File: config.mk
export PLATFORM = sky130hd
export DESIGN_NAME = tbs_coord
export DESIGN_NICKNAME = d
export VERILOG_FILES = /design/src/rtl/tbs_pkg.sv /design/src/rtl/tbs_coord.sv
export SDC_FILE = /design/constraint.sdc
export NUM_CORES = 1
export LEC_CHECK = 0
export BUFFER_PORTS_ARGS = -buffer_cell sky130_fd_sc_hd__buf_2
export CAP_MARGIN = 20
export CORE_MARGIN = 2
export CORE_UTILIZATION = 30
export CTS_BUF_LIST = sky130_fd_sc_hd__clkbuf_4
export DETAILED_ROUTE_END_ITERATION = 10
export SYNTH_ARGS = -nofsm -noshare
export SYNTH_HDL_FRONTEND = slang
export SYNTH_SLANG_ARGS = --single-unit
File: constraint.sdc
create_clock -name clk -period 6.9 [get_ports clk]
set_input_delay 1.035 -clock clk [delete_from_list [all_inputs] [get_ports clk]]
set_output_delay 1.035 -clock clk [all_outputs]
set_load 0.01 [all_outputs]
File: src/rtl/tbs_pkg.sv
// Shared types and constants of the texture bilinear sampler.
// No dependencies; every other file of the block but tbs_ram imports this package.
`timescale 1ns / 1ps

package tbs_pkg;

    // Configuration port
    localparam int   CFG_W          = 9;
    localparam int   CFG_IDX_W      = 1;
    localparam logic [CFG_IDX_W-1:0] CFG_TEX_WIDTH  = 1'd0;
    localparam logic [CFG_IDX_W-1:0] CFG_TEX_HEIGHT = 1'd1;

    // Request mode codes
    localparam logic MODE_SAMPLE = 1'b1;

    // Fixed-point constants
    localparam logic [16:0] ONE_Q16 = 17'd65536;
    localparam logic [15:0] GREY_Q8 = 16'd32640;

    typedef struct packed {
        logic               mode;
        logic [15:0]        texel_index;
        logic [7:0]         texel_red;
        logic [7:0]         texel_green;
        logic [7:0]         texel_blue;
        logic signed [31:0] coord_u;
        logic signed [31:0] coord_v;
    } req_t;

    typedef struct packed {
        logic [15:0] out_red;
        logic [15:0] out_green;
        logic [15:0] out_blue;
    } res_t;

    typedef struct packed {
        logic [7:0] red;
        logic [7:0] green;
        logic [7:0] blue;
    } rgb_t;

    // What an item does at the texel memory
    typedef enum logic [1:0] {
        OP_WRITE,
        OP_SAMPLE,
        OP_GREY
    } op_t;

endpackage

File: src/rtl/tbs_coord.sv
// Coordinate pipeline: request capture, wrap/clamp and scaling, neighbor
// rows and columns with row base addresses. Depends on tbs_pkg.
`timescale 1ns / 1ps

module tbs_coord
    import tbs_pkg::*;
#(
    parameter int  MAX_SIDE = 256,
    localparam int SW       = $clog2(MAX_SIDE + 1),
    localparam int AW       = $clog2(MAX_SIDE * MAX_SIDE)
) (
    input  logic             clk,
    input  logic             rst_n,
    input  logic             adv,
    input  logic             req_valid,
    input  req_t             req_data,
    input  logic [CFG_W-1:0] tex_width,
    input  logic [CFG_W-1:0] tex_height,
    output logic             crd_valid,
    output op_t              crd_op,
    output logic [15:0]      crd_index,
    output rgb_t             crd_texel,
    output logic [SW-1:0]    crd_x0,
    output logic [SW-1:0]    crd_x1,
    output logic [AW-1:0]    crd_base0,
    output logic [AW-1:0]    crd_base1,
    output logic [15:0]      crd_fx,
    output logic [15:0]      crd_fy
);

    localparam int CW  = (SW > CFG_W) ? SW : CFG_W;
    localparam int PXW = 16 + SW;
    localparam int PYW = 17 + SW;
    localparam int BW  = 2 * SW;

    function automatic logic [SW-1:0] side_sat(input logic [CFG_W-1:0] s);
        if (CW'(s) > CW'(MAX_SIDE))
            return SW'(MAX_SIDE);
        else
            return SW'(s);
    endfunction

    logic [SW-1:0] w;
    logic [SW-1:0] h;
    logic [SW-1:0] wm1;
    logic [SW-1:0] hm1;

    assign w   = side_sat(tex_width);
    assign h   = side_sat(tex_height);
    assign wm1 = w - 1'b1;
    assign hm1 = h - 1'b1;

    // stage 1: captured request
    logic f1_valid_reg;
    req_t f1_req_reg;

    always_ff @(posedge clk or negedge rst_n)
    begin
        if (!rst_n)
            f1_valid_reg <= 1'b0;
        else if (adv)
            f1_valid_reg <= req_valid;
    end

    always_ff @(posedge clk)
    begin
        if (adv)
            f1_req_reg <= req_data;
    end

    // stage 2: u fraction, v clamp, scale by side-1
    logic [16:0]    vc;
    op_t            op_next;
    logic [PXW-1:0] px_next;
    logic [PYW-1:0] py_next;

    always_comb
    begin
        if (f1_req_reg.coord_v[31])
            vc = '0;
        else if (f1_req_reg.coord_v > $signed(32'(ONE_Q16)))
            vc = ONE_Q16;
        else
            vc = f1_req_reg.coord_v[16:0];

        if (f1_req_reg.mode != MODE_SAMPLE)
            op_next = OP_WRITE;
        else if (w == '0 || h == '0)
            op_next = OP_GREY;
        else
            op_next = OP_SAMPLE;
    end

    assign px_next = PXW'(f1_req_reg.coord_u[15:0]) * PXW'(wm1);
    assign py_next = PYW'(vc) * PYW'(hm1);

    logic           f2_valid_reg;
    op_t            f2_op_reg;
    logic [15:0]    f2_index_reg;
    rgb_t           f2_texel_reg;
    logic [PXW-1:0] f2_px_reg;
    logic [PYW-1:0] f2_py_reg;

    always_ff @(posedge clk or negedge rst_n)
    begin
        if (!rst_n)
            f2_valid_reg <= 1'b0;
        else if (adv)
            f2_valid_reg <= f1_valid_reg;
    end

    always_ff @(posedge clk)
    begin
        if (adv)
        begin
            f2_op_reg    <= op_next;
            f2_index_reg <= f1_req_reg.texel_index;
            f2_texel_reg <= '{red:   f1_req_reg.texel_red,
                              green: f1_req_reg.texel_green,
                              blue:  f1_req_reg.texel_blue};
            f2_px_reg    <= px_next;
            f2_py_reg    <= py_next;
        end
    end

    // stage 3: neighbors and row bases
    logic [SW-1:0] x0;
    logic [SW-1:0] y0;
    logic [SW:0]   x0p;
    logic [SW:0]   y0p;
    logic [SW-1:0] x1;
    logic [SW-1:0] y1;
    logic [BW-1:0] prod0;
    logic [BW-1:0] prod1;

    assign x0    = f2_px_reg[16 +: SW];
    assign y0    = f2_py_reg[16 +: SW];
    assign x0p   = {1'b0, x0} + 1'b1;
    assign y0p   = {1'b0, y0} + 1'b1;
    assign x1    = (x0p == {1'b0, w}) ? '0 : x0p[SW-1:0];  // wrap right edge
    assign y1    = (y0p >= {1'b0, h}) ? hm1 : y0p[SW-1:0]; // clamp bottom row
    assign prod0 = BW'(y0) * BW'(w);
    assign prod1 = BW'(y1) * BW'(w);

    logic          f3_valid_reg;
    op_t           f3_op_reg;
    logic [15:0]   f3_index_reg;
    rgb_t          f3_texel_reg;
    logic [SW-1:0] f3_x0_reg;
    logic [SW-1:0] f3_x1_reg;
    logic [AW-1:0] f3_base0_reg;
    logic [AW-1:0] f3_base1_reg;
    logic [15:0]   f3_fx_reg;
    logic [15:0]   f3_fy_reg;

    always_ff @(posedge clk or negedge rst_n)
    begin
        if (!rst_n)
            f3_valid_reg <= 1'b0;
        else if (adv)
            f3_valid_reg <= f2_valid_reg;
    end

    always_ff @(posedge clk)
    begin
        if (adv)
        begin
            f3_op_reg    <= f2_op_reg;
            f3_index_reg <= f2_index_reg;
            f3_texel_reg <= f2_texel_reg;
            f3_x0_reg    <= x0;
            f3_x1_reg    <= x1;
            f3_base0_reg <= prod0[AW-1:0];
            f3_base1_reg <= prod1[AW-1:0];
            f3_fx_reg    <= f2_px_reg[15:0];
            f3_fy_reg    <= f2_py_reg[15:0];
        end
    end

    assign crd_valid = f3_valid_reg;
    assign crd_op    = f3_op_reg;
    assign crd_index = f3_index_reg;
    assign crd_texel = f3_texel_reg;
    assign crd_x0    = f3_x0_reg;
    assign crd_x1    = f3_x1_reg;
    assign crd_base0 = f3_base0_reg;
    assign crd_base1 = f3_base1_reg;
    assign crd_fx    = f3_fx_reg;
    assign crd_fy    = f3_fy_reg;

endmodule

# Word-level counts from Yosys, hierarchy flattened
# Index checks and enable logic that the tools add are counted.
[totals] ff_bits=308 in_bits=127 output_inout_bits=125 elab_cells=50
[op_classes] add_sub_neg=4 multipliers=4 magnitude_cmp=4 n_eq_ne=1 n_mux=6 n_reduce_logical=3
[op_table] op="$mux W17" n=2
[op_table] op="$gt A32 B18 Y1 const B" n=1
[op_table] op="$mul A9 B9 Y16" n=2
[op_table] op="$mux W9" n=3
[op_table] op="$mul A16 B9 Y25" n=1
[op_table] op="$mul A17 B9 Y25" n=1
[op_table] op="$add A9 B1 Y10 const B" n=2
[op_table] op="$gt A9 B9 Y1 const B" n=2
[op_table] op="$logic_not A9 Y1" n=2
[op_table] op="$sub A9 B1 Y9 const B" n=2
[op_table] op="$eq A10 B9 Y1" n=1
[op_table] op="$ge A10 B9 Y1" n=1
[op_table] op="$mux W2" n=1
[op_table] op="$logic_or A1 B1 Y1" n=1

# Depth between registers and ports, before layout
[logic_depth] ltp_word=5 ltp_mapped=32 mapped_depth_nobuf=31

# Worst setup path before layout
# OpenSTA, ideal clock, no wires.
[synth_path] kind="input -> register" startpoint="input tex_width[0]" endpoint="register f2_px_reg[24], data pin" setup_ns=0.260 arrival_ns=6.703 required_ns=6.640 setup_slack_ns=-0.063 cell_stages=26 n_path_buf=3 path_cell_list="nor2b_1 > clkbuf_1 > clkinv_1 > buf_1 > ha_1 > nand3_1 > nor3_1 > xnor2_1 > clkbuf_1 > nand2_1 > fa_1 > inv_1 > fa_1 > inv_1 > fa_1 > fa_1 > inv_1 > ha_1 > a21o_1 > a21o_1 > a21o_1 > nor3b_1 > a21oi_1 > a41o_1 > a21oi_1 > xnor2_1"
[synth_between] elab_chain_cells=4
[synth_lines] item="start, declared" line="tbs_coord.sv:17" rtl="input logic [CFG_W-1:0] tex_width,"
[synth_lines] item="$gt A9 B9 Y1" line="tbs_coord.sv:37" rtl="if (CW'(s) > CW'(MAX_SIDE))"
[synth_lines] item="$mux W9 *" line="tbs_coord.sv:37"
[synth_lines] item="$sub A9 B1 Y9 *" line="tbs_coord.sv:50" rtl="assign wm1 = w - 1'b1;"
[synth_lines] item="$mul A16 B9 Y25 *" line="tbs_coord.sv:94" rtl="assign px_next = PXW'(f1_req_reg.coord_u[15:0]) * PXW'(wm1);"
[synth_lines] item="net px_next[24]" line="tbs_coord.sv:74" rtl="logic [PXW-1:0] px_next;"
[synth_lines] item="end signal, assigned" line="tbs_coord.sv:121" rtl="f2_px_reg <= px_next;"
[synth_lines] item="end, declared" line="tbs_coord.sv:101" rtl="logic [PXW-1:0] f2_px_reg;"
# Mark *: on every way through the listed nets, which the timed path passes. The rest lies on a longest branch.
# A chain may end at the register's enable or synchronous reset.

# Worst setup path after layout
[layout_path] startpoint="register f2_py_reg[16]" endpoint="register f3_base1_reg[15] (netlist: crd_base1[15]), data pin"
[layout_between] elab_chain_cells=4
[layout_lines] item="start, declared" line="tbs_coord.sv:102" rtl="logic [PYW-1:0] f2_py_reg;"
[layout_lines] item="start signal, assigned" line="tbs_coord.sv:122" rtl="f2_py_reg <= py_next;"
[layout_lines] item="$add A9 B1 Y10 *" line="tbs_coord.sv:139" rtl="assign y0p = {1'b0, y0} + 1'b1;"
[layout_lines] item="$ge A10 B9 Y1" line="tbs_coord.sv:141" rtl="assign y1 = (y0p >= {1'b0, h}) ? hm1 : y0p[SW-1:0];"
[layout_lines] item="$mux W9 *" line="tbs_coord.sv:141"
[layout_lines] item="$mul A9 B9 Y16 *" line="tbs_coord.sv:143" rtl="assign prod1 = BW'(y1) * BW'(w);"
[layout_lines] item="net prod1[15]" line="tbs_coord.sv:134" rtl="logic [BW-1:0] prod1;"
[layout_lines] item="end signal, assigned" line="tbs_coord.sv:174" rtl="f3_base1_reg <= prod1[AW-1:0];"
[layout_lines] item="end, declared" line="tbs_coord.sv:152" rtl="logic [AW-1:0] f3_base1_reg;"
# Marks and branches as above.

==> results by group <==
Setup path
  • Number of buffer and inverter stages on the critical path: 6
  • Category of the worst setup path capture point: flip-flop
  • CP startpoint kind: flip-flop
  • Cell mode on critical path: sky130_fd_sc_hd__fa_1
  • Data arrival, critical path: 7.15 ns
  • Max Fanout on Critical Path: 4
  • Start-to-end type of the worst setup path: reg2reg
  • Crit path max-delay family: adder cells
  • Setup slack on the worst flop-to-flop path: 0.35 ns
  • CP peak stage delay: 0.53 ns
  • CP max-delay cell: sky130_fd_sc_hd__fa_1
  • Data required time at the worst endpoint: approximately 7.5 ns

Final layout
  • Flip-flop count of the largest register after layout: just under 90
  • Final Non-Filler Cells: between 3000 and 4000
  • Core occupancy in the finished layout: 0.3661
  • Number of nets in the layout: approximately 3200
  • Layout Area Growth over Synthesis: 20.58%
  • Share of layout cells above drive strength 1: 0.2223

Floorplanning
  • # rows: between 100 and 150
  • Horizontal extent of the die: approximately 290 um
  • IO Count: 252
  • Area inside the core boundary: 80680 um2
  • Die height: slightly below 300 um
  • Die area: approximately 84000 um2
  • Initial standard-cell utilization of the core: 0.3036

Clock network
  • Deepest clock path buffer count: 3
  • Count of H-tree levels built during CTS: 3
  • Later-pin clock latency in the skew report: 0.88 ns
  • Clock tree from TritonCTS: built
  • Number of sinks handled by clock tree synthesis: 308
  • Clk root buf: sky130_fd_sc_hd__clkbuf_4
  • CTS clk-pin slew, worst paths: ~0.070 ns
  • Total clock buffers created by CTS: between 80 and 90

Route
  • Wirelength, routed: 55620 um
  • Residual antenna-violating net count after detailed routing: 0
  • Routed wire per std cell: about 15 um
  • Vias after detailed routing: 16410
  • DR pass1 iterations: 5
  • Sum of met3 wire segment lengths after detailed routing: approximately 3200 um
  • DRT iter0 DRCs: 724
  • Amount of wire on met2 after detailed routing: 26280 um
  • Drt drc: 0
  • Routed vias/inst: around 4.3
  • Wire length on met1: 24690 um
  • Highest metal used: met5

Power
  • Maximum vdd ir drop: 0.2989 mV
  • Total power divided by cell area: between 200 and 300 nW/um2
  • Lkg Pwr: 13.60 nW

Logic synthesis
  • Cell area after synthesis: 24490 um2
  • Leading area contributor after synthesis: sky130_fd_sc_hd__edfxtp_1
  • Avg Inst Size Synth: 11.17 um2
  • Top cells by area in the synthesized netlist: sky130_fd_sc_hd__edfxtp_1 37%, sky130_fd_sc_hd__fa_1 25%, sky130_fd_sc_hd__ha_1 8.4%
  • Share of the synthesized netlist area taken by xor and xnor gates: 0.03249
  • Unique cell type count in the Yosys netlist: 66
  • Fraction of the mapped netlist area in compound gates: 0.04031
  • Main combinational cell family by area after synthesis: adder cells
  • Dominant synthesized flop cell: sky130_fd_sc_hd__edfxtp_1
  • Number of storage elements in the synthesis netlist: roughly 300
  • Share of synthesized cell area in and, or, nand and nor gates: 0.1339
  • Share of Yosys cell area claimed by the top area cell type: 0.3739
  • Count of flip-flops with a built-in enable after synthesis: 305
  • Sequential cell area fraction in the yosys report: 0.3770
  • Syn nets: 2787
  • Multiplexer fraction of the synthesized cell area: 0.008991
  • Ys async rst share: 0.009740
  • Cell with the most instances after synthesis: sky130_fd_sc_hd__inv_1
  • Most common library cells after synthesis: 429 x sky130_fd_sc_hd__inv_1, 305 x sky130_fd_sc_hd__edfxtp_1, 302 x sky130_fd_sc_hd__fa_1
  • Syn Inst Count: 2193
  • Count of yosys warnings during synthesis: 0
  • Adder and majority cell fraction of the synthesized area: 0.3311

Placed design
  • Buffers added on ports: 235
  • Count of placed standard cells including taps: 3608
  • Detailed placer's ending HPWL: 44090 um
  • Final GP Congestion: approximately 0.84
  • Placement-stage worst setup slack: -0.1017 ns

STA
  • Hold violation count in the final report: 0
  • Final slew viol count: 0
  • Share of the clock period used by the worst path after layout: 0.9489
  • Setup Viol. Count Final: 0
  • Slew headroom: 0.3338
  • Upper clock frequency limit: 152.7 MHz
  • Actual slew at the worst max-slew pin: 0.9956 ns
  • Layout Skew: around 0.064 ns
  • Worst-case setup margin in the final layout: around 0.35 ns
  • Clock period minus worst slack: 6.548 ns

Global route
  • Total Routing Usage GR: 0.1359
  • GRT Residual Overflow: 0
  • Antenna violations before repair: 15
  • Number of global-route vias before repair: 16850
  • First-pass GRT wire length: 89310 um
  • Largest net degree at the start of global routing: 98

Run status
  • Outcome: completed

Min path
  • Worst hold path type: in2reg

Job
  • Max-cap violations: 0
cell type report:
class	instances	area [um2]
antenna	12	30.03
clock buffer	112	840.8
clock inverter	33	203.9
fill	8103	51150
inverter	431	1618
multi-input combinational	1394	13540
sequential	308	9234
tap	1060	1326
timing repair buffer	430	2739
path summary, 6_finish.rpt:
path / cells after the start / endpoint / from
max: 28 / crd_base1[15] / f2_py_reg[16]
min: 1 / f1_req_reg[39] / req_data[39]
max reg2reg: 28 / crd_base1[15] / f2_py_reg[16]
min reg2reg: 0 / crd_fy[11] / f2_py_reg[11]
max in group asynchronous: 2 / f2_valid_reg / rst_n
min in group asynchronous: 2 / crd_valid / rst_n
where the power goes:
group | total, mW | internal [mW] | switching [mW]
clock | 1.62 | 0.834 | 0.791
combinational | 4.39 | 2.18 | 2.22
sequential | 2.70 | 2.56 | 0.145
total | 8.72 | 5.57 | 3.15
cell families (layout without fill, tap and decap cells):
logic type      count (synthesis)  count (layout)
compound gates                147             147
xor+xnor                       90              90
other cells                     0              12
mux                            21              21
fa+ha+maj                     467             467
simple gates                  669             669
flops                         308             308
buf+inv                       491            1006
per-layer routing:
| metal | track usage | vias up |
|---|---|---|
| li1 | - | 7939 |
| met1 | 0.1761 | 8055 |
| met2 | 0.2205 | 310 |
| met3 | 0.03297 | 99 |
| met4 | 0.05026 | 8 |
| met5 | 0 | - |
cells in the final DEF, fill, tap and decap left out, drive strengths merged, types with 22 or more instances in the layout:
cell and count:
xnor2 72, o21ai 26, ha 165, nand2 257, fa 302, nand3 22, nor2 103, edfxtp 305
clkinv 31, a21oi 45, inv 431, clkbuf 112, nor2b 32, buf 429, and2 182
worst reg2reg max path, delay by kind of cell (launching register included):
family / cells / cell delay [ns]
adders and majority gates: 6 / 2.55
and+or+nand+nor: 9 / 1.27
AOI/OAI and AO/OA: 4 / 0.89
buffers and inverters: 6 / 0.58
DFF: 1 / 0.44
xor gates and xnor gates: 2 / 0.33
muxes: 1 / 0.23
stage by stage:
stage	hold slack [ns]	total power, mW	TNS (ns)	instance area, um2
global route	0.2501	9.569	-0.02547	29520
global placement	0.4003	7.041	-0.1968	28170
CTS	0.2324	8.818	0	29240
detailed placement	0.4045	7.078	-0.1580	28170
finish	0.3297	8.720	0	29530
floorplan	0.4003	5.430	0	24490
repair_timing:
| item | 4_1_cts | 5_1_grt |
|---|---|---|
| hold buffers | 1 | 0 |
| setup endpoints to repair | 1 | 5 |
| resized for setup | 0 | 35 |
| pin swaps | 0 | 24 |
| endpoints found under the hold margin | 3 | 0 |
| gates cloned | 0 | 0 |
| buffers inserted | 1 | 13 |
Power figures use the tool's default switching activity.
